## config.mk

```make
export PLATFORM = sky130hd
export DESIGN_NAME = aes_key_sched
export DESIGN_NICKNAME = d
export VERILOG_FILES = /design/src/hw/rtl/aes_pkg.sv /design/src/hw/rtl/aes_key_sched.sv
export SDC_FILE = /design/constraint.sdc
export NUM_CORES = 2
export LEC_CHECK = 0
export BUFFER_PORTS_ARGS = -buffer_cell sky130_fd_sc_hd__buf_2
export CORE_MARGIN = 5
export CORE_UTILIZATION = 45
export DETAILED_ROUTE_END_ITERATION = 16
export PLACE_DENSITY = 0.64
export RECOVER_POWER = 50
export SYNTH_ARGS = -nofsm -noshare
export SYNTH_HDL_FRONTEND = slang
export SYNTH_SLANG_ARGS = --single-unit
```

## constraint.sdc

```tcl
create_clock -name clk -period 15.3 [get_ports clk]
set_input_delay 3.06 -clock clk [delete_from_list [all_inputs] [get_ports clk]]
set_output_delay 3.06 -clock clk [all_outputs]
set_load 0.005 [all_outputs]
```

## src/hw/rtl/aes_pkg.sv

```systemverilog
// ----------------------------------------------------------------------------
// AES-128 ECB package
// Shared types, constants, S-box tables and round functions.
// ----------------------------------------------------------------------------
package aes_pkg;

  typedef logic [127:0] blk_t;
  typedef logic [4:0]   nbytes_t;
  typedef logic [3:0]   rk_idx_t;

  // Index of the last round and of the last round key.
  localparam rk_idx_t LAST_ROUND = 4'd10;
  localparam int      NUM_RK     = 11;

  // Configuration address width and register indexes (64-bit registers).
  localparam int         CFG_AW       = 5;
  localparam logic [1:0] REG_KEY_HIGH = 2'd0;
  localparam logic [1:0] REG_KEY_LOW  = 2'd1;
  localparam logic [1:0] REG_DIR      = 2'd2;

  // One queued block between the front and the back.
  typedef struct packed {
    blk_t    data;
    nbytes_t nbytes;
    logic    full;
  } aes_item_t;

  // Forward S-box, byte 0 in the top bits.
  localparam logic [2047:0] SBOX_BITS = {
    128'h637c777bf26b6fc53001672bfed7ab76, 128'hca82c97dfa5947f0add4a2af9ca472c0,
    128'hb7fd9326363ff7cc34a5e5f171d83115, 128'h04c723c31896059a071280e2eb27b275,
    128'h09832c1a1b6e5aa0523bd6b329e32f84, 128'h53d100ed20fcb15b6acbbe394a4c58cf,
    128'hd0efaafb434d338545f9027f503c9fa8, 128'h51a3408f929d38f5bcb6da2110fff3d2,
    128'hcd0c13ec5f974417c4a77e3d645d1973, 128'h60814fdc222a908846eeb814de5e0bdb,
    128'he0323a0a4906245cc2d3ac629195e479, 128'he7c8376d8dd54ea96c56f4ea657aae08,
    128'hba78252e1ca6b4c6e8dd741f4bbd8b8a, 128'h703eb5664803f60e613557b986c11d9e,
    128'he1f8981169d98e949b1e87e9ce5528df, 128'h8ca1890dbfe6426841992d0fb054bb16
  };

  // Inverse S-box, built at elaboration from the forward table.
  function automatic logic [2047:0] build_inv();
    logic [2047:0] t;
    int            idx;
    t = '0;
    for (int i = 0; i < 256; i++) begin
      idx = int'(SBOX_BITS[2047 - 8*i -: 8]);
      t[2047 - 8*idx -: 8] = 8'(i);
    end
    return t;
  endfunction

  localparam logic [2047:0] INV_BITS = build_inv();

  function automatic logic [7:0] sbox(input logic [7:0] b);
    return SBOX_BITS[11'd2047 - {b, 3'b000} -: 8];
  endfunction

  function automatic logic [7:0] inv_sbox(input logic [7:0] b);
    return INV_BITS[11'd2047 - {b, 3'b000} -: 8];
  endfunction

  function automatic logic [7:0] xt(input logic [7:0] b);
    return {b[6:0], 1'b0} ^ (b[7] ? 8'h1b : 8'h00);
  endfunction

  // Forward column mix on one 32-bit column, top byte first.
  function automatic logic [31:0] mix_fwd(input logic [31:0] w);
    logic [7:0] a0, a1, a2, a3;
    a0 = w[31:24]; a1 = w[23:16]; a2 = w[15:8]; a3 = w[7:0];
    return {xt(a0) ^ xt(a1) ^ a1 ^ a2 ^ a3,
            a0 ^ xt(a1) ^ xt(a2) ^ a2 ^ a3,
            a0 ^ a1 ^ xt(a2) ^ xt(a3) ^ a3,
            xt(a0) ^ a0 ^ a1 ^ a2 ^ xt(a3)};
  endfunction

  // Inverse column mix with factors 14, 11, 13 and 9.
  function automatic logic [31:0] mix_inv(input logic [31:0] w);
    logic [7:0] a [4];
    logic [7:0] m9 [4], m11 [4], m13 [4], m14 [4];
    logic [7:0] x2, x4, x8;
    a[0] = w[31:24]; a[1] = w[23:16]; a[2] = w[15:8]; a[3] = w[7:0];
    for (int k = 0; k < 4; k++) begin
      x2 = xt(a[k]);
      x4 = xt(x2);
      x8 = xt(x4);
      m9[k]  = x8 ^ a[k];
      m11[k] = x8 ^ x2 ^ a[k];
      m13[k] = x8 ^ x4 ^ a[k];
      m14[k] = x8 ^ x4 ^ x2;
    end
    return {m14[0] ^ m11[1] ^ m13[2] ^ m9[3],
            m9[0] ^ m14[1] ^ m11[2] ^ m13[3],
            m13[0] ^ m9[1] ^ m14[2] ^ m11[3],
            m11[0] ^ m13[1] ^ m9[2] ^ m14[3]};
  endfunction

  // One forward round; the last round skips the column mix.
  function automatic blk_t enc_round(input blk_t s, input blk_t rk, input logic last);
    blk_t sb, sh, mx;
    for (int i = 0; i < 16; i++) sb[127 - 8*i -: 8] = sbox(s[127 - 8*i -: 8]);
    for (int r = 0; r < 4; r++) begin
      for (int c = 0; c < 4; c++) begin
        sh[127 - 8*(r + 4*c) -: 8] = sb[127 - 8*(r + 4*((c + r) & 3)) -: 8];
      end
    end
    for (int c = 0; c < 4; c++) mx[127 - 32*c -: 32] = mix_fwd(sh[127 - 32*c -: 32]);
    return (last ? sh : mx) ^ rk;
  endfunction

  // One inverse round; the last round skips the inverse column mix.
  function automatic blk_t dec_round(input blk_t s, input blk_t rk, input logic last);
    blk_t sh, sb, ak, mx;
    for (int r = 0; r < 4; r++) begin
      for (int c = 0; c < 4; c++) begin
        sh[127 - 8*(r + 4*((c + r) & 3)) -: 8] = s[127 - 8*(r + 4*c) -: 8];
      end
    end
    for (int i = 0; i < 16; i++) sb[127 - 8*i -: 8] = inv_sbox(sh[127 - 8*i -: 8]);
    ak = sb ^ rk;
    for (int c = 0; c < 4; c++) mx[127 - 32*c -: 32] = mix_inv(ak[127 - 32*c -: 32]);
    return last ? ak : mx;
  endfunction

  // Next round key from the previous one.
  function automatic blk_t next_rk(input blk_t p, input logic [7:0] rcon);
    logic [31:0] t, n0, n1, n2, n3;
    t  = {sbox(p[23:16]) ^ rcon, sbox(p[15:8]), sbox(p[7:0]), sbox(p[31:24])};
    n0 = p[127:96] ^ t;
    n1 = p[95:64] ^ n0;
    n2 = p[63:32] ^ n1;
    n3 = p[31:0] ^ n2;
    return {n0, n1, n2, n3};
  endfunction

endpackage

```

## src/hw/rtl/aes_key_sched.sv

```systemverilog
// ----------------------------------------------------------------------------
// AES-128 key schedule and configuration registers
// APB register file; expands eleven round keys, one per cycle.
// ----------------------------------------------------------------------------
module aes_key_sched import aes_pkg::*; (
  input  logic              clk,
  input  logic              rst_n,
  input  logic              psel,
  input  logic              penable,
  input  logic              pwrite,
  input  logic [CFG_AW-1:0] paddr,
  input  logic [63:0]       pwdata,
  output logic [63:0]       prdata,
  output logic              pready,
  input  rk_idx_t           rk_idx,
  output blk_t              rk,
  output logic              key_busy,
  output logic              dir
);

  typedef enum logic [2:0] {
    KS_LOAD = 3'b001,
    KS_EXP  = 3'b010,
    KS_DONE = 3'b100
  } ks_state_t;

  ks_state_t   state_r, state_nxt;
  logic [63:0] key_hi_r, key_lo_r;
  logic        dir_r;
  rk_idx_t     cnt_r;
  logic [7:0]  rcon_r;
  blk_t        cur_r, rk_new;
  blk_t        rk_mem [NUM_RK];
  logic        wr_en, key_wr;
  logic [1:0]  reg_idx;

  assign pready  = 1'b1;
  assign reg_idx = paddr[CFG_AW-1:3];
  assign wr_en   = psel && penable && pwrite;
  assign key_wr  = wr_en && (reg_idx == REG_KEY_HIGH || reg_idx == REG_KEY_LOW);

  // Register read back.
  always_comb begin
    case (reg_idx)
      REG_KEY_HIGH: prdata = key_hi_r;
      REG_KEY_LOW:  prdata = key_lo_r;
      REG_DIR:      prdata = {63'd0, dir_r};
      default:      prdata = '0;
    endcase
  end

  // Register writes.
  always_ff @(posedge clk) begin
    if (!rst_n) begin
      key_hi_r <= '0;
      key_lo_r <= '0;
      dir_r    <= 1'b0;
    end else if (wr_en) begin
      case (reg_idx)
        REG_KEY_HIGH: key_hi_r <= pwdata;
        REG_KEY_LOW:  key_lo_r <= pwdata;
        REG_DIR:      dir_r    <= pwdata[0];
        default:      ;
      endcase
    end
  end

  // Expansion sequencer: load the key, then ten expansion steps; a key register write restarts it.
  always_comb begin
    state_nxt = state_r;
    unique case (state_r)
      KS_LOAD: state_nxt = KS_EXP;
      KS_EXP:  if (cnt_r == LAST_ROUND) state_nxt = KS_DONE;
      KS_DONE: state_nxt = KS_DONE;
      default: state_nxt = KS_LOAD;
    endcase
    if (key_wr) state_nxt = KS_LOAD;
  end

  always_ff @(posedge clk) begin
    if (!rst_n) begin
      state_r <= KS_LOAD;
      cnt_r   <= 4'd1;
      rcon_r  <= 8'h01;
    end else begin
      state_r <= state_nxt;
      if (state_r == KS_LOAD) begin
        cnt_r  <= 4'd1;
        rcon_r <= 8'h01;
      end else if (state_r == KS_EXP) begin
        cnt_r  <= cnt_r + 4'd1;
        rcon_r <= xt(rcon_r);
      end
    end
  end

  assign rk_new = next_rk(cur_r, rcon_r);

  // Round key store.
  always_ff @(posedge clk) begin
    if (state_r == KS_LOAD) begin
      rk_mem[0] <= {key_hi_r, key_lo_r};
      cur_r     <= {key_hi_r, key_lo_r};
    end else if (state_r == KS_EXP) begin
      rk_mem[cnt_r] <= rk_new;
      cur_r         <= rk_new;
    end
  end

  assign rk       = rk_mem[rk_idx];
  assign key_busy = (state_r != KS_DONE);
  assign dir      = dir_r;

  a_cnt_range: assert property (@(posedge clk) disable iff (!rst_n)
    (state_r == KS_EXP) |-> (cnt_r >= 4'd1 && cnt_r <= LAST_ROUND))
    else $error("key expansion step out of range");

endmodule

```

# Yosys cells after proc, flatten, opt, wreduce, memory -nomap -nowiden
# Memories as Yosys holds them, arrays and structs flattened.
# Index checks and enable logic that the tools add are counted.
# totals
ff_bits,272
n_memories,1
ram_bits,1408
word_cells,58
out_inout_bits,195
inputBits,78
# mem_list
name,words,width,rd,rd_clocked_by_memory_dff,wr,line,source
rk_mem,11,128,1,0,1,aes_key_sched.sv:33,blk_t rk_mem [NUM_RK];
# op_classes
shifts,4
n_reduce_logical,12
n_eq_ne,8
bitwise_logic,7
n_addsub,5
mux,14
# op_table
operator,count
2055-bit by 12-bit variable part select with 8-bit output (first input constant),4
128-bit two-way mux,3
64-bit one-hot mux with 3 select lines,1
128-bit OR reduction,1
32-bit bitwise XOR,4
11-bit subtractor (first input constant),4
3-bit one-hot mux with 3 select lines,1
8-bit by 5-bit bitwise XOR with 8-bit output,1
8-bit bitwise XOR,1
1-bit two-way mux,6
2-bit AND reduction,3
5-bit two-way mux,1
4-bit by 1-bit adder with 4-bit output (second input constant),1
4-bit == test (second input constant),1
4-bit two-way mux,1
2-bit OR reduction,2
3-bit by 1-bit == test with 1-bit output (second input constant),1
3-bit by 2-bit == test with 1-bit output (second input constant),1
3-bit == test (second input constant),1
1-bit logical AND,3
3-bit two-way mux,1
3-bit inequality test (second input constant),1
2-bit by 1-bit == test with 1-bit output (second input constant),1
2-bit == test (second input constant),1
5 further kinds,5

# Logic depth before layout (Yosys ltp)
# logic_depth
ltp_word,9
mapped_depth,15

# Worst setup path before layout
# No wires, ideal clock.
# synth_path
path_type,reg-to-reg
start,register state_r[2]
end,"memory rk_mem[6][0] (netlist bit), enable pin"
required_time_ps,14325
n_path_buf,2
t_arrival_ps,14218
setup_slack_ps,107
period_less_slack_ps,15193
path_stages_with_launch,7
cell_sequence,dfxtp_1 -> nor2_1 -> and2_1 -> clkbuf_1 -> clkbuf_1 -> nand2_1 -> nor4b_1
# synth_via
elab_chain_cells,6
elab_cells_between_ends,10
classes_between,2 x eq/ne; 7 x mux; 1 x reduce/logical
# synth_rtl
element,line,source
start: declaration,aes_key_sched.sv:27,"ks_state_t state_r, state_nxt;"
start signal: assignment,aes_key_sched.sv:86,state_r <= state_nxt;
3-bit by 2-bit == test with 1-bit output,aes_key_sched.sv:104,end else if (state_r == KS_EXP) begin
1-bit two-way mux,aes_key_sched.sv:104,
1-bit two-way mux,aes_key_sched.sv:101,if (state_r == KS_LOAD) begin
1-bit two-way mux (implied by the code),aes_key_sched.sv:105,rk_mem[cnt_r] <= rk_new;
128-bit OR reduction (no source line),n/a,
4-bit two-way mux (no source line) or 1-bit two-way mux (tied branches),n/a,
end: declaration,aes_key_sched.sv:33,
# Parallel ways exist; a longest one is shown, timed or not.

# Worst setup path in the final report
# layout_path
start,register state_r[2]
end,"memory rk_mem[10][10] (netlist bit), enable pin"
# The elaborated chain is that of the path after synthesis.

==> results.sh <==
export IMPL_status="complete, but fails checks"
export IMPL_violations="max-capacitance violations, max-slew violations"
export IMPL_rsz0062_at_grt="false"
export IMPL_r2r_slack_ns=3.97
export IMPL_die_area_um2=191000
export IMPL_start_kind="flop"
export IMPL_ys_async_sr_fraction_pct=0
export IMPL_gr_total_overflow=0
export IMPL_power_total_w=0.0178
export IMPL_synth_ff_type="edfxtp_1"
export IMPL_slew_violations=2175
export IMPL_initial_utilization_pct=45.4
export IMPL_die_width_um=437
export IMPL_first_global_vias=53143
export IMPL_fin_nets=6253
export IMPL_cts_path_max_buffers=3
export IMPL_postSynthCellCount=6000
export IMPL_setup_viol=0
export IMPL_drt_initial_drc_count=7302
export IMPL_synth_adder_area_share_pct=0.944
export IMPL_grt_total_usage_pct=27.2
export IMPL_hold_path_class="flop to flop"
export IMPL_post_synth_main_area_contributors="edfxtp_1 (56%), mux4_2 (11%), dfxtp_1 (3.5%)"
export IMPL_grt_max_degree=123
export IMPL_endpoint_kind="flop"
export IMPL_skew_ns=0.0509
export IMPL_htree_levels=4
export IMPL_wl_per_cell_um=30.8
export IMPL_cts_tree="yes"
export IMPL_gp_congestion=0.996
export IMPL_grt_pass1_wl_um=384000
export IMPL_hold_ws_ns=0.484
export IMPL_final_hold_violation_count=0
export IMPL_row_count=156
export IMPL_yosysTopAreaCellShare_pct=56.1
export IMPL_clkTransAtPathRegs_ns=0.06
export IMPL_design_core_area_um2=181000
export IMPL_cp_max_fo=97
export IMPL_cap_violations=47
export IMPL_synth_mux_area_share_pct=14.8
export IMPL_numCtsBuffers=162
export IMPL_cp_arrival_ns=11.50
export IMPL_drc=0
export IMPL_synth_largest_area_cell="edfxtp_1"
export IMPL_synth_warnings=0
export IMPL_dr_pass1_iters=8
export IMPL_synth_top_family_by_area="multiplexers"
export IMPL_vias=55269
export IMPL_synth_fp_nets=6140
export IMPL_dp_slack_ns=5.71
export IMPL_p_per_area_nw_per_um2=196
export IMPL_criticalPathCategory="flop to flop"
export IMPL_netlist_area_um2=82200
export IMPL_avgSynthCellArea_um2=13.7
export IMPL_fmax_mhz=88.3
export IMPL_synth_compound_area_share_pct=10.5
export IMPL_layout_drive_gt1_share_pct=20.0
export IMPL_ys_types=102
export IMPL_final_setup_worst_slack_ns=3.97
export IMPL_wl_um=266000
export IMPL_cts_resized=0
export IMPL_ys_seq_area_share_pct=59.6
export IMPL_vias_per_cell=6.40
export IMPL_ys_ff_latch=1680
export IMPL_io_buffers=268
export IMPL_area_growth_pct=10.4
export IMPL_min_period_ns=11.33
export IMPL_root_buffer="clkbuf_16"
export IMPL_fp_dieH_um=437
export IMPL_post_dp_hpwl_um=170000
export IMPL_synthXorXnorAreaFrac_pct=2.48
export IMPL_io_pins=273
export IMPL_antenna_found_initial=35
export IMPL_post_cts_buffers=0
export IMPL_ant_nets=0
export IMPL_postCtsHoldBufs=0
export IMPL_worstMarginPinSlew_ns=8.46
export IMPL_fin_crit_sh_pct=74.1
export IMPL_peakVddDrop_mv=0.135
export IMPL_setup_tns_ns=0
export IMPL_clock_latency_ns=0.81
export IMPL_p_leak_nw=30.3
export IMPL_max_slew_margin_pct=-464
export IMPL_clock_sinks=1680
export IMPL_crit_required_ns=15.46
export IMPL_synth_edf_count=1536
export IMPL_synthSimpleGateAreaFrac_pct=8.84
==> critical path, cell delays in order (launching register included) <==
cell and delay [ns]:
dfxtp_1 0.34, nor2_1 0.15, and2_2 0.18, clkbuf_1 1.74, nand2_1 0.30, nor3_1 0.68
clkbuf_1 1.45, clkbuf_1 5.58
==> through the flow <==
| stage | instances | area, um2 | utilization, % |
|---|---|---|---|
| 2_1_floorplan | 6000 | 82200 | - |
| 3_3_place_gp | 8319 | 85900 | 47.4 |
| 3_5_place_dp | 8319 | 85900 | 47.4 |
| 4_1_cts | 8613 | 91100 | 50.3 |
| 5_1_grt | 8627 | 90700 | 50.1 |
| 6_report | 8641 | 90700 | 50.1 |
==> registers in the layout, summed over array words and instances, names as in the netlist <==
| register | cells |
|---|---|
| dir | 1 |
| cnt_r | 4 |
| rcon_r | 8 |
| state_r | 3 |
| rk_mem | 1408 |
| key_hi_r | 64 |
| key_lo_r | 64 |
| cur_r | 128 |
==> per-layer routing <==
| layer | track usage [%] | part of all wire, % |
|---|---|---|
| met1 | 37.8 | 40 |
| met2 | 42.6 | 47 |
| met3 | 4.56 | 8.6 |
| met4 | 11.7 | 4.6 |
| met5 | 0 | 0.031 |
==> report_power, final <==
part / switching [W] / internal (W)
registers: 0.000176 / 0.00571
logic: 0.00535 / 0.00264
clock network: 0.00172 / 0.00220
==> kinds of logic (layout without fill, tap and decap cells) <==
| logic type | count (synthesis) | after routing |
|---|---|---|
| other | 1 | 29 |
| adders and majority gates | 62 | 62 |
| and+or+nand+nor | 1560 | 1560 |
| DFF | 1680 | 1680 |
| AOI/OAI and AO/OA | 1280 | 1280 |
| buffers and inverters | 547 | 790 |
| xor gates and xnor gates | 189 | 189 |
| muxes | 681 | 681 |
==> area by class of cell <==
cell class,instances,area [um2]
fillers,15441,90400
flip-flops and latches,1680,49000
multi-input cells,3773,30800
clock buffers,219,4350
well taps,2370,2970
repair buffers,453,2600
clock inverters,75,812
inverters,43,161
diodes,28,70.1
==> final timing paths <==
kind	depth (start not counted)	start	to
setup / recovery	7	state_r[2]	rk_mem[10][10]
hold / removal	2	rcon_r[5]	rcon_r[5]
setup reg to reg	7	state_r[2]	rk_mem[10][10]
hold reg to reg	2	rcon_r[5]	rcon_r[5]
==> placed cells by master, fill, tap and decap left out, drive strengths merged, types with 19 or more instances in the layout <==
cell type / n
a21oi: 226
nand2: 664
nor2b: 92
clkbuf: 276
a211oi: 40
mux2: 158
a221oi: 27
xnor2: 109
o211ai: 50
clkinv: 61
inv: 43
or2: 24
dfxtp: 144
nand4: 26
xor2: 64
nand3: 99
or3: 20
a31oi: 46
o311ai: 40
ha: 62
nand2b: 108
mux2i: 113
a311oi: 40
o21ai: 371
o2111ai: 20
and3: 21
a211o: 19
a21o: 23
edfxtp: 1536
nor2: 296
mux4: 410
nor3: 90
and2: 39
o31ai: 20
a21boi: 132
buf: 396
o221ai: 23
diode: 28
==> synth_stat cells, types with 20 or more instances <==
master,count
mux4_2,410
nand2_1,664
buf_1,63
ha_1,62
o2111ai_1,20
nand3_1,99
a21boi_0,132
nor2b_1,92
o311ai_0,38
nor2_1,295
nor3_1,90
mux2_2,158
dfxtp_1,144
xnor2_1,97
clkbuf_1,306
a21oi_1,226
xor2_1,55
o21ai_0,345
edfxtp_1,1536
a211oi_1,40
and2_1,35
nand4_1,26
buf_4,24
o221ai_1,23
a31oi_1,46
inv_1,29
buf_2,102
and3_1,21
o21ai_1,25
mux2i_1,113
or3_1,20
nand2b_1,108
a311oi_1,40
o211ai_1,50
a21o_1,23
a221oi_1,24
No activity file was read; power rests on OpenSTA's default activity.
