**config.mk**
```make
export PLATFORM = sky130hd
export DESIGN_NAME = aes_front_flat
export DESIGN_NICKNAME = d
export VERILOG_FILES = /design/src/hw/rtl/aes_pkg.sv /design/src/hw/rtl/aes_if.sv /design/src/hw/rtl/aes_front.sv /design/src/flat_wrapper.sv
export SDC_FILE = /design/constraint.sdc
export NUM_CORES = 1
export LEC_CHECK = 0
export ABC_AREA = 1
export BUFFER_PORTS_ARGS = -buffer_cell sky130_fd_sc_hd__buf_2
export CAP_MARGIN = 20
export CORE_ASPECT_RATIO = 1.4
export CORE_MARGIN = 2
export CORE_UTILIZATION = 30
export CTS_CLUSTER_SIZE = 8
export DETAILED_ROUTE_END_ITERATION = 8
export SETUP_SLACK_MARGIN = 0.15
export SLEW_MARGIN = 20
export SYNTH_ARGS = -nofsm -noshare
export SYNTH_HDL_FRONTEND = slang
export SYNTH_SLANG_ARGS = --single-unit
```
**constraint.sdc**
```tcl
create_clock -name clk -period 7.29 [get_ports clk]
set_input_delay 0.3645 -clock clk [delete_from_list [all_inputs] [get_ports clk]]
set_output_delay 0.3645 -clock clk [all_outputs]
set_load 0.005 [all_outputs]
```
**src/hw/rtl/aes_pkg.sv**
```systemverilog
// ----------------------------------------------------------------------------
// AES-128 ECB package
// Shared types, constants, S-box tables and round functions.
// ----------------------------------------------------------------------------
package aes_pkg;

  typedef logic [127:0] blk_t;
  typedef logic [4:0]   nbytes_t;
  typedef logic [3:0]   rk_idx_t;

  // Index of the last round and of the last round key.
  localparam rk_idx_t LAST_ROUND = 4'd10;
  localparam int      NUM_RK     = 11;

  // Configuration address width and register indexes (64-bit registers).
  localparam int         CFG_AW       = 5;
  localparam logic [1:0] REG_KEY_HIGH = 2'd0;
  localparam logic [1:0] REG_KEY_LOW  = 2'd1;
  localparam logic [1:0] REG_DIR      = 2'd2;

  // One queued block between the front and the back.
  typedef struct packed {
    blk_t    data;
    nbytes_t nbytes;
    logic    full;
  } aes_item_t;

  // Forward S-box, byte 0 in the top bits.
  localparam logic [2047:0] SBOX_BITS = {
    128'h637c777bf26b6fc53001672bfed7ab76, 128'hca82c97dfa5947f0add4a2af9ca472c0,
    128'hb7fd9326363ff7cc34a5e5f171d83115, 128'h04c723c31896059a071280e2eb27b275,
    128'h09832c1a1b6e5aa0523bd6b329e32f84, 128'h53d100ed20fcb15b6acbbe394a4c58cf,
    128'hd0efaafb434d338545f9027f503c9fa8, 128'h51a3408f929d38f5bcb6da2110fff3d2,
    128'hcd0c13ec5f974417c4a77e3d645d1973, 128'h60814fdc222a908846eeb814de5e0bdb,
    128'he0323a0a4906245cc2d3ac629195e479, 128'he7c8376d8dd54ea96c56f4ea657aae08,
    128'hba78252e1ca6b4c6e8dd741f4bbd8b8a, 128'h703eb5664803f60e613557b986c11d9e,
    128'he1f8981169d98e949b1e87e9ce5528df, 128'h8ca1890dbfe6426841992d0fb054bb16
  };

  // Inverse S-box, built at elaboration from the forward table.
  function automatic logic [2047:0] build_inv();
    logic [2047:0] t;
    int            idx;
    t = '0;
    for (int i = 0; i < 256; i++) begin
      idx = int'(SBOX_BITS[2047 - 8*i -: 8]);
      t[2047 - 8*idx -: 8] = 8'(i);
    end
    return t;
  endfunction

  localparam logic [2047:0] INV_BITS = build_inv();

  function automatic logic [7:0] sbox(input logic [7:0] b);
    return SBOX_BITS[11'd2047 - {b, 3'b000} -: 8];
  endfunction

  function automatic logic [7:0] inv_sbox(input logic [7:0] b);
    return INV_BITS[11'd2047 - {b, 3'b000} -: 8];
  endfunction

  function automatic logic [7:0] xt(input logic [7:0] b);
    return {b[6:0], 1'b0} ^ (b[7] ? 8'h1b : 8'h00);
  endfunction

  // Forward column mix on one 32-bit column, top byte first.
  function automatic logic [31:0] mix_fwd(input logic [31:0] w);
    logic [7:0] a0, a1, a2, a3;
    a0 = w[31:24]; a1 = w[23:16]; a2 = w[15:8]; a3 = w[7:0];
    return {xt(a0) ^ xt(a1) ^ a1 ^ a2 ^ a3,
            a0 ^ xt(a1) ^ xt(a2) ^ a2 ^ a3,
            a0 ^ a1 ^ xt(a2) ^ xt(a3) ^ a3,
            xt(a0) ^ a0 ^ a1 ^ a2 ^ xt(a3)};
  endfunction

  // Inverse column mix with factors 14, 11, 13 and 9.
  function automatic logic [31:0] mix_inv(input logic [31:0] w);
    logic [7:0] a [4];
    logic [7:0] m9 [4], m11 [4], m13 [4], m14 [4];
    logic [7:0] x2, x4, x8;
    a[0] = w[31:24]; a[1] = w[23:16]; a[2] = w[15:8]; a[3] = w[7:0];
    for (int k = 0; k < 4; k++) begin
      x2 = xt(a[k]);
      x4 = xt(x2);
      x8 = xt(x4);
      m9[k]  = x8 ^ a[k];
      m11[k] = x8 ^ x2 ^ a[k];
      m13[k] = x8 ^ x4 ^ a[k];
      m14[k] = x8 ^ x4 ^ x2;
    end
    return {m14[0] ^ m11[1] ^ m13[2] ^ m9[3],
            m9[0] ^ m14[1] ^ m11[2] ^ m13[3],
            m13[0] ^ m9[1] ^ m14[2] ^ m11[3],
            m11[0] ^ m13[1] ^ m9[2] ^ m14[3]};
  endfunction

  // One forward round; the last round skips the column mix.
  function automatic blk_t enc_round(input blk_t s, input blk_t rk, input logic last);
    blk_t sb, sh, mx;
    for (int i = 0; i < 16; i++) sb[127 - 8*i -: 8] = sbox(s[127 - 8*i -: 8]);
    for (int r = 0; r < 4; r++) begin
      for (int c = 0; c < 4; c++) begin
        sh[127 - 8*(r + 4*c) -: 8] = sb[127 - 8*(r + 4*((c + r) & 3)) -: 8];
      end
    end
    for (int c = 0; c < 4; c++) mx[127 - 32*c -: 32] = mix_fwd(sh[127 - 32*c -: 32]);
    return (last ? sh : mx) ^ rk;
  endfunction

  // One inverse round; the last round skips the inverse column mix.
  function automatic blk_t dec_round(input blk_t s, input blk_t rk, input logic last);
    blk_t sh, sb, ak, mx;
    for (int r = 0; r < 4; r++) begin
      for (int c = 0; c < 4; c++) begin
        sh[127 - 8*(r + 4*((c + r) & 3)) -: 8] = s[127 - 8*(r + 4*c) -: 8];
      end
    end
    for (int i = 0; i < 16; i++) sb[127 - 8*i -: 8] = inv_sbox(sh[127 - 8*i -: 8]);
    ak = sb ^ rk;
    for (int c = 0; c < 4; c++) mx[127 - 32*c -: 32] = mix_inv(ak[127 - 32*c -: 32]);
    return last ? ak : mx;
  endfunction

  // Next round key from the previous one.
  function automatic blk_t next_rk(input blk_t p, input logic [7:0] rcon);
    logic [31:0] t, n0, n1, n2, n3;
    t  = {sbox(p[23:16]) ^ rcon, sbox(p[15:8]), sbox(p[7:0]), sbox(p[31:24])};
    n0 = p[127:96] ^ t;
    n1 = p[95:64] ^ n0;
    n2 = p[63:32] ^ n1;
    n3 = p[31:0] ^ n2;
    return {n0, n1, n2, n3};
  endfunction

endpackage

```
**src/hw/rtl/aes_if.sv**
```systemverilog
// ----------------------------------------------------------------------------
// AES-128 ECB stream interfaces
// Valid/ready channels for input blocks and result blocks.
// ----------------------------------------------------------------------------
interface aes_in_if;
  logic        valid;
  logic        ready;
  logic [63:0] block_high;
  logic [63:0] block_low;
  logic [4:0]  valid_bytes;

  modport source (output valid, block_high, block_low, valid_bytes, input ready);
  modport sink   (input valid, block_high, block_low, valid_bytes, output ready);
endinterface


```
**src/hw/rtl/aes_front.sv**
```systemverilog
// ----------------------------------------------------------------------------
// AES-128 ECB front end
// Accepts blocks, masks short blocks and queues them for the round engine.
// ----------------------------------------------------------------------------
module aes_front import aes_pkg::*; (
  input  logic      clk,
  input  logic      rst_n,
  aes_in_if.sink    in_ch,
  input  logic      key_busy,
  output aes_item_t q_item,
  output logic      q_valid,
  input  logic      q_pop
);

  aes_item_t  q_mem [2];
  logic       wr_ptr_r, rd_ptr_r;
  logic [1:0] cnt_r;
  logic       push;
  blk_t       raw, mask;
  aes_item_t  item_in;

  // Keep the leading bytes that are present; the rest become zero.
  always_comb begin
    raw = {in_ch.block_high, in_ch.block_low};
    for (int i = 0; i < 16; i++) begin
      mask[127 - 8*i -: 8] = (5'(i) < in_ch.valid_bytes) ? 8'hff : 8'h00;
    end
    item_in.data   = raw & mask;
    item_in.nbytes = in_ch.valid_bytes;
    item_in.full   = in_ch.valid_bytes[4];
  end

  assign in_ch.ready = !key_busy && (cnt_r != 2'd2);
  assign push        = in_ch.valid && in_ch.ready;

  // Two-entry queue.
  always_ff @(posedge clk) begin
    if (!rst_n) begin
      wr_ptr_r <= 1'b0;
      rd_ptr_r <= 1'b0;
      cnt_r    <= 2'd0;
    end else begin
      if (push)  wr_ptr_r <= !wr_ptr_r;
      if (q_pop) rd_ptr_r <= !rd_ptr_r;
      cnt_r <= cnt_r + {1'b0, push} - {1'b0, q_pop};
    end
  end

  always_ff @(posedge clk) begin
    if (push) q_mem[wr_ptr_r] <= item_in;
  end

  assign q_item  = q_mem[rd_ptr_r];
  assign q_valid = (cnt_r != 2'd0);

  a_cnt_max: assert property (@(posedge clk) disable iff (!rst_n) cnt_r <= 2'd2)
    else $error("queue count overflow");
  a_key_stall: assert property (@(posedge clk) disable iff (!rst_n)
    key_busy |-> !push)
    else $error("transaction accepted during key expansion");

endmodule

```
**src/flat_wrapper.sv**
```systemverilog
// flat-port wrapper written by rule: the top's interface ports become plain ports
module aes_front_flat import aes_pkg::*;
  (clk, rst_n, key_busy, q_item, q_valid, q_pop, in_ch_valid, in_ch_block_high, in_ch_block_low, in_ch_valid_bytes, in_ch_ready);
  aes_in_if in_ch_i ();
  input  logic clk;
  input  logic rst_n;
  input  logic key_busy;
  output aes_item_t q_item;
  output logic q_valid;
  input  logic q_pop;
  input wire logic [$bits(in_ch_i.valid)-1:0] in_ch_valid;
  input wire logic [$bits(in_ch_i.block_high)-1:0] in_ch_block_high;
  input wire logic [$bits(in_ch_i.block_low)-1:0] in_ch_block_low;
  input wire logic [$bits(in_ch_i.valid_bytes)-1:0] in_ch_valid_bytes;
  output wire logic [$bits(in_ch_i.ready)-1:0] in_ch_ready;
  assign in_ch_i.valid = in_ch_valid;
  assign in_ch_i.block_high = in_ch_block_high;
  assign in_ch_i.block_low = in_ch_block_low;
  assign in_ch_i.valid_bytes = in_ch_valid_bytes;
  assign in_ch_ready = in_ch_i.ready;
  aes_front u_core (.clk(clk), .rst_n(rst_n), .in_ch(in_ch_i), .key_busy(key_busy), .q_item(q_item), .q_valid(q_valid), .q_pop(q_pop));
endmodule
```
==> Yosys cells after proc, flatten, opt, wreduce, memory -nomap -nowiden <==
Memories as Yosys holds them, arrays and structs flattened. A register that Yosys moved wholly into a read port is not among the register bits.
Cells that the tools add are included.
{ "word_totals": {"mem_bits_rw": 268, "inputBits": 138, "word_cells": 50, "regBits": 4, "out_inout_bits": 136, "mem_count": 1} }
{ "mem_list": {"columns": ["memory", "words", "width", "read_ports", "rd_ports_with_merged_regs", "write_ports", "line_no", "rtl"], "rows": [
  ["u_core.q_mem", 2, 134, 1, 1, 1, "aes_front.sv:15", "aes_item_t q_mem [2];"]
]} }
{ "classes": {"reduce_logical": 6, "n_eq_ne": 1, "mux": 20, "magnitude_cmp": 16, "n_addsub": 2, "bitwise_logic": 1} }
{ "ops": {"columns": ["operator", "count"], "rows": [
  ["128-bit bitwise AND", 1],
  ["8-bit two-way mux", 16],
  ["4-bit by 5-bit < comparator with 1-bit output (first input constant)", 8],
  ["3-bit by 5-bit < comparator with 1-bit output (first input constant)", 4],
  ["1-bit by 5-bit < comparator with 1-bit output (first input constant)", 2],
  ["2-bit by 5-bit < comparator with 1-bit output (first input constant)", 2],
  ["1-bit two-way mux", 4],
  ["1-bit logical NOT", 3],
  ["2-bit by 1-bit adder with 2-bit output", 1],
  ["1-bit logical AND", 2],
  ["2-bit != test (second input constant)", 1],
  ["2-bit nonzero test", 1],
  ["2-bit by 1-bit subtractor with 2-bit output", 1]
]} }

==> Depth between registers and ports, before layout <==
Gate-level depths: netlist of the first run.
{ "logic_depth": {"depth_word": 5, "depth_mapped": 10, "depth_no_buf": 10} }

==> Worst setup path before layout of the first run <==
Ideal clock, no wire load.
{ "synth_path": {"kind": "input-to-reg", "startpoint": "input port key_busy", "endpoint": "memory u_core.q_mem[0][100] (netlist name) (enable)", "arrival_time_ps": 6061, "setup_time_ps": 627, "t_required_ps": 6663, "setup_slack_ps": 602, "n_path_buf": 0, "path_stages": 3, "cell_sequence": "inv_1 nand3_1 nor2_1"} }
{ "synth_between": {"elab_chain_len": 5} }
{ "synth_rtl": {"columns": ["element", "line_no", "rtl"], "rows": [
  ["start: declaration", "flat_wrapper.sv:7", "input logic key_busy;"],
  ["1-bit logical NOT", "aes_front.sv:33", "assign in_ch.ready = !key_busy && (cnt_r != 2'd2);"],
  ["1-bit logical AND", "aes_front.sv:33", null],
  ["1-bit logical AND", "aes_front.sv:34", "assign push = in_ch.valid && in_ch.ready;"],
  ["1-bit two-way mux", "aes_front.sv:50", "if (push) q_mem[wr_ptr_r] <= item_in;"],
  ["1-bit two-way mux (implied by the code)", "aes_front.sv:50", null],
  ["end: declaration", "aes_front.sv:15", null]
]} }
Every way passes these cells.

==> flow_summary.toml, run 1 <==
[synthesis]
synthArstFlopShare_pct = 0
yosys-top-cells-count = "edfxtp_1 (266), inv_1 (147), mux2_2 (133)"
avgSynthCellArea_sq_um = 14.8
synth_area_leader_cell = "edfxtp_1"
ys_ff_latch = 271
synth.area.top_cells = "edfxtp_1 (73%), mux2_2 (14%), inv_1 (5.0%), nor2_1 (3.9%), nand2_1 (1.4%)"
ys_warn_count = 0
syn-instance-count = 744
netlist.area_leader.share_pct = 72.7
synth_cell_types = 21
synth_area_sq_um = 11000
yosysSeqAreaShare_pct = 73.6
yosysMostFrequentCell = "edfxtp_1"
syn-num-nets = 884
synth_edf_count = 266
ys.flop_type = "edfxtp_1"

[layout]
final_cell_area_sq_um = 13900
synthToLayoutAreaGrowth_pct = 26.5
utilization_pct = 38.2
drive_above_1_share_pct = 43.7
finalNetCount = 1185

[clock_network]
clk_path_buf_depth = 3
path_clk_slew_ns = 0.05
htree_levels = 2
cts_tree = "yes"
cts_buffers = 39
clock_latency_ns = 0.52
post_cts_buffers = 0
clock-sinks = 271
cts_resized = 0
cts-hold-fix-buffers = 0
cts_root_buf = "clkbuf_16"

[worst_setup_path]
ff2ff_setup_slack_ns = 4.74
r2r-start = "u_core.cnt_r[0]"
cp-end-kind = "primary output"
crit_required_ns = 6.93
startpoint_type = "register"
critical_path.max_fanout = 69
worstSetupPathType = "register to primary output"
r2r_cells = 5
arrival_ns = 2.97
reg2reg_to = "u_core.q_mem[1][104]"

[global_routing]
grtUsageTotal_pct = 13.2
grt-ovfl-total = 0
grt_max_degree = 70
antenna_found_initial = 1
grt_pass1_wl_microns = 38400
grt_pass1_vias = 6941

[routing]
via_per_inst = 4.34
num_vias = 6598
drt-total-wl_microns = 26200
wire_per_inst_microns = 17.2
dr.pass1.iters = 4
drtIter0Drc = 318
drcViolationCount = 0
ant_nets = 0

[power_and_ir_drop]
peakVddDrop_mv = 0.212
power.density_nw_per_um2 = 270
p_leak_nw = 5.82
finalPower_mw = 3.76

[sta]
rsz0062_at_grt = "no"
hold_violations = 0
setup_viol = 0
max_freq_mhz = 300
slew_headroom_pct = 33.2
hold_ws_ns = 0.0961
layout_min_cycle_time_ns = 3.34
tightest_slew_ns = 1.00
final.setup_skew_ns = 0.00762
fin_setup_tns_ns = 0
post-route-period-util_pct = 45.8
slew_violations = 0

[floorplanning]
rows = 83
die_area_sq_um = 38200
boundaryPins = 274
start_util_pct = 30.2
die_h_microns = 231
die_w_microns = 166
core_sq_um = 36500

[min_path]
holdPathEnd = "u_core.cnt_r[0]"
hold_path.class = "input pin to register"
whs_path_depth = 3
hold_start = "rst_n"

[placement]
placed_area_sq_um = 12900
gp_congestion = 0.767
portBuffers = 273
dp_hpwl_microns = 17500

[run]
drv_cap = 0

[status]
status = "finished, final reports clean"
## final cells by class
| type | count | area, sq um |
|---|---|---|
| Antenna cell | 1 | 2.50 |
| Sequential cell | 271 | 8090 |
| Clock buffer | 49 | 1060 |
| Inverter | 148 | 561 |
| Timing Repair Buffer | 277 | 1400 |
| Multi-Input combinational cell | 308 | 2220 |
| Tap cell | 467 | 584 |
| Fill cell | 3516 | 22500 |
## cells in the final DEF (no fill, tap or decap)
| cell type | instances |
|---|---|
| o21ai_0 | 2 |
| nand2_4 | 1 |
| nand2_2 | 1 |
| ha_1 | 2 |
| buf_4 | 4 |
| inv_1 | 146 |
| clkbuf_16 | 41 |
| inv_2 | 1 |
| nor2_2 | 1 |
| nand2_1 | 41 |
| nor2_4 | 2 |
| dfxtp_1 | 4 |
| nor2_1 | 114 |
| o21ai_2 | 1 |
| edfxtp_1 | 266 |
| clkbuf_1 | 8 |
| dfxtp_4 | 1 |
| buf_2 | 273 |
| nand4_1 | 1 |
| o21ai_1 | 1 |
| nand3_1 | 4 |
| a21oi_1 | 4 |
| inv_6 | 1 |
| diode_2 | 1 |
| mux2_2 | 133 |
## sequential cells by signal (all words and copies together), names as in the netlist, named ones only
| name | count |
|---|---|
| u_core.cnt_r | 2 |
| u_core.wr_ptr_r | 1 |
| u_core.q_mem | 266 |
| u_core.rd_ptr_r | 1 |
## how the worst max path moves through the flow
| stage | from | endpoint | depth (start not counted) |
|---|---|---|---|
| 6_report | register | q_item[74] | 3 |
| 5_1_grt | register | q_item[74] | 3 |
| 4_1_cts | register | q_item[84] | 3 |
| 3_5_place_dp | register | q_item[84] | 3 |
| 3_3_place_gp | register | q_item[84] | 3 |
| 2_1_floorplan | key_busy | u_core.q_mem[0][100] | 3 |
## critical path: stages, from the launching register on
cell	delay, ns
dfxtp_4	0.96
buf_4	0.81
mux2_2	0.44
buf_2	0.13
## per-layer routing
metal | routed length, microns | share of wire, % | track usage (%) | vias up
met5 | 0 | 0 | 0 | -
met1 | 9730 | 37 | 13.9 | 3186
met3 | 1350 | 5.2 | 2.91 | 57
met4 | 1050 | 4.0 | 6.66 | 0
li1 | - | - | - | 3119
met2 | 14100 | 54 | 24.8 | 236
## metrics by stage
| stage | std cells | setup slack, ns |
|---|---|---|
| 2_1_floorplan | 744 | 0.602 |
| 3_3_place_gp | 1471 | 4.45 |
| 3_5_place_dp | 1471 | 4.41 |
| 4_1_cts | 1520 | 3.86 |
| 5_1_grt | 1521 | 3.75 |
| 6_report | 1521 | 3.95 |
## cell families (layout without fill, tap and decap cells)
group / count (synthesis) / count (layout) / share of synthesized area (%)
AO/OA/AOI/OAI: 8 / 8 / 0.398
adder cells (fa/ha/maj): 2 / 2 / 0.228
multiplexers: 133 / 133 / 13.6
AND/OR/NAND/NOR: 165 / 165 / 5.88
other: 0 / 1 / 0
flip-flops: 271 / 271 / 73.6
buffers and inverters: 165 / 474 / 6.30
## power by group
group,switching (mW),internal (mW)
clock network,0.601,0.993
logic,0.177,0.153
registers,0.0303,1.80
total,0.808,2.95
(Power assumes the default switching activity.)
==> inputs of run 2 (changes only) <==
clock period = 3.4 ns   (was 7.29 ns; I/O delays follow)
==> run 2 against run 1 <==
Against the previous run: final area is 9.4% higher; setup slack worse by 2.8 ns; flip-flop and latch count unchanged; die area stayed put; clock skew is 0.0084 ns higher; sequential power up 110%; wire length rose by 4.4%; cell count grew 8.6%; critical path depth unchanged; first-iteration DRC count up 13%; critical path type unchanged; critical endpoint is now q_item[5].
==> flow_summary.toml, run 2 (same netlist as run 1, synthesis figures left out) <==
[routing]
ant_nets = 0
dr.pass1.iters = 7
num_vias = 7128
wire_per_inst_microns = 16.6
drtIter0Drc = 358
drt-total-wl_microns = 27400
drcViolationCount = 0
via_per_inst = 4.31

[layout]
multi_input_area_sq_um = 2220
nFillCells = 3425
drive_above_1_share_pct = 39.2
final_common_cell = "buf_2"
layout_common_cells = "buf_2 (273), edfxtp_1 (266), inv_1 (146)"
layout.area.seq_sq_um = 8090
largest_reg_flops = 266
top_register = "u_core.q_mem"
diodes = 0
finalNetCount = 1309
top_regs = "u_core.q_mem x266, u_core.cnt_r x2"
synthToLayoutAreaGrowth_pct = 38.4

[min_path]
whs_path_depth = 3
hold_start = "in_ch_block_low[51]"
hold_path.class = "input pin to register"

[worst_setup_path]
ff2ff_setup_slack_ns = 1.27
worstSetupPathType = "register to primary output"
cp-end-kind = "primary output"
arrival_ns = 2.10
reg2reg_to = "u_core.q_mem[1][29]"
endpoint = "q_item[5]"
r2r-start = "u_core.cnt_r[0]"
crit_required_ns = 3.23
startpoint_type = "register"
r2r_cells = 5
critical_path.max_fanout = 133

[sta]
hold_ws_ns = 0.0233
max_freq_mhz = 441
slew_violations = 0
fin_ws_ns = 1.13
rsz0062_at_grt = "no"
post-route-period-util_pct = 66.8
slew_headroom_pct = 41.8
tightest_slew_ns = 0.868
layout_min_cycle_time_ns = 2.27
setup_viol = 0
hold_violations = 0
fin_setup_tns_ns = 0
final.setup_skew_ns = 0.0160

[global_routing]
grt_pass1_vias = 7596
antenna_found_initial = 0
grt_max_degree = 134
grtUsageTotal_pct = 13.9
grt_pass1_wl_microns = 41100
grt-ovfl-total = 0

[clock_network]
clock_latency_ns = 0.52
clock-sinks = 271
path_clk_slew_ns = 0.05
cts-hold-fix-buffers = 119
post_cts_buffers = 0
clk_path_buf_depth = 3
htree_levels = 2
cts_root_buf = "clkbuf_16"
cts_buffers = 39
cts_tree = "yes"
cts_resized = 0

[floorplanning]
die_area_sq_um = 38200
start_util_pct = 30.2
core_sq_um = 36500
boundaryPins = 274
die_h_microns = 231
die_w_microns = 166
rows = 83

[power_and_ir_drop]
peakVddDrop_mv = 0.375
p_leak_nw = 6.36
power.density_nw_per_um2 = 542
finalPower_mw = 8.25

[placement]
dp_hpwl_microns = 16600
portBuffers = 273
place_ws_ns = 1.19
gp_congestion = 0.751

[run]
drv_cap = 0

[status]
status = "finished, final reports clean"
## run 2: power breakdown
group	internal (mW)	switching, mW
clock	2.17	1.31
combinational	0.430	0.448
sequential	3.86	0.0310
total	6.46	1.79
## run 2: worst min-delay path by stage
| stage | endpoint | slack [ns] |
|---|---|---|
| 3_5_place_dp | u_core.q_mem[0][4] | 0.40 |
| 5_1_grt | u_core.q_mem[1][57] | 0.01 |
| 2_1_floorplan | u_core.cnt_r[0] | 0.26 |
| 3_3_place_gp | u_core.q_mem[1][4] | 0.40 |
| 4_1_cts | u_core.q_mem[0][14] | 0.00004 |
| 6_report | u_core.q_mem[1][57] | 0.02 |
## run 2: final cells by class
type	count	share of cell area (%)
inverter	148	3.68
clock buffer	57	7.14
tap	467	3.84
timing repair buffer	401	17.6
sequential	271	53.2
multi-input combinational	308	14.6
## run 2: worst max-delay path, stage by stage, from the launching register on
cell and delay [ns]:
dfxtp_4 0.34, buf_12 0.56, mux2_2 0.43, buf_2 0.13
## run 2: through the flow
stage               utilization [%]  instances  cell area (sq um)
finish                         41.7       1652              15200
global route                   41.7       1652              15200
CTS                            41.7       1652              15200
detailed placement             35.5       1476              12900
global placement               35.5       1476              12900
floorplan                         -        744              11000
## run 2: layer usage
layer	routed length [microns]	GRT usage, %
met5	0	0
met4	1080	6.60
met3	1770	3.77
met2	14100	25.3
met1	10400	15.0
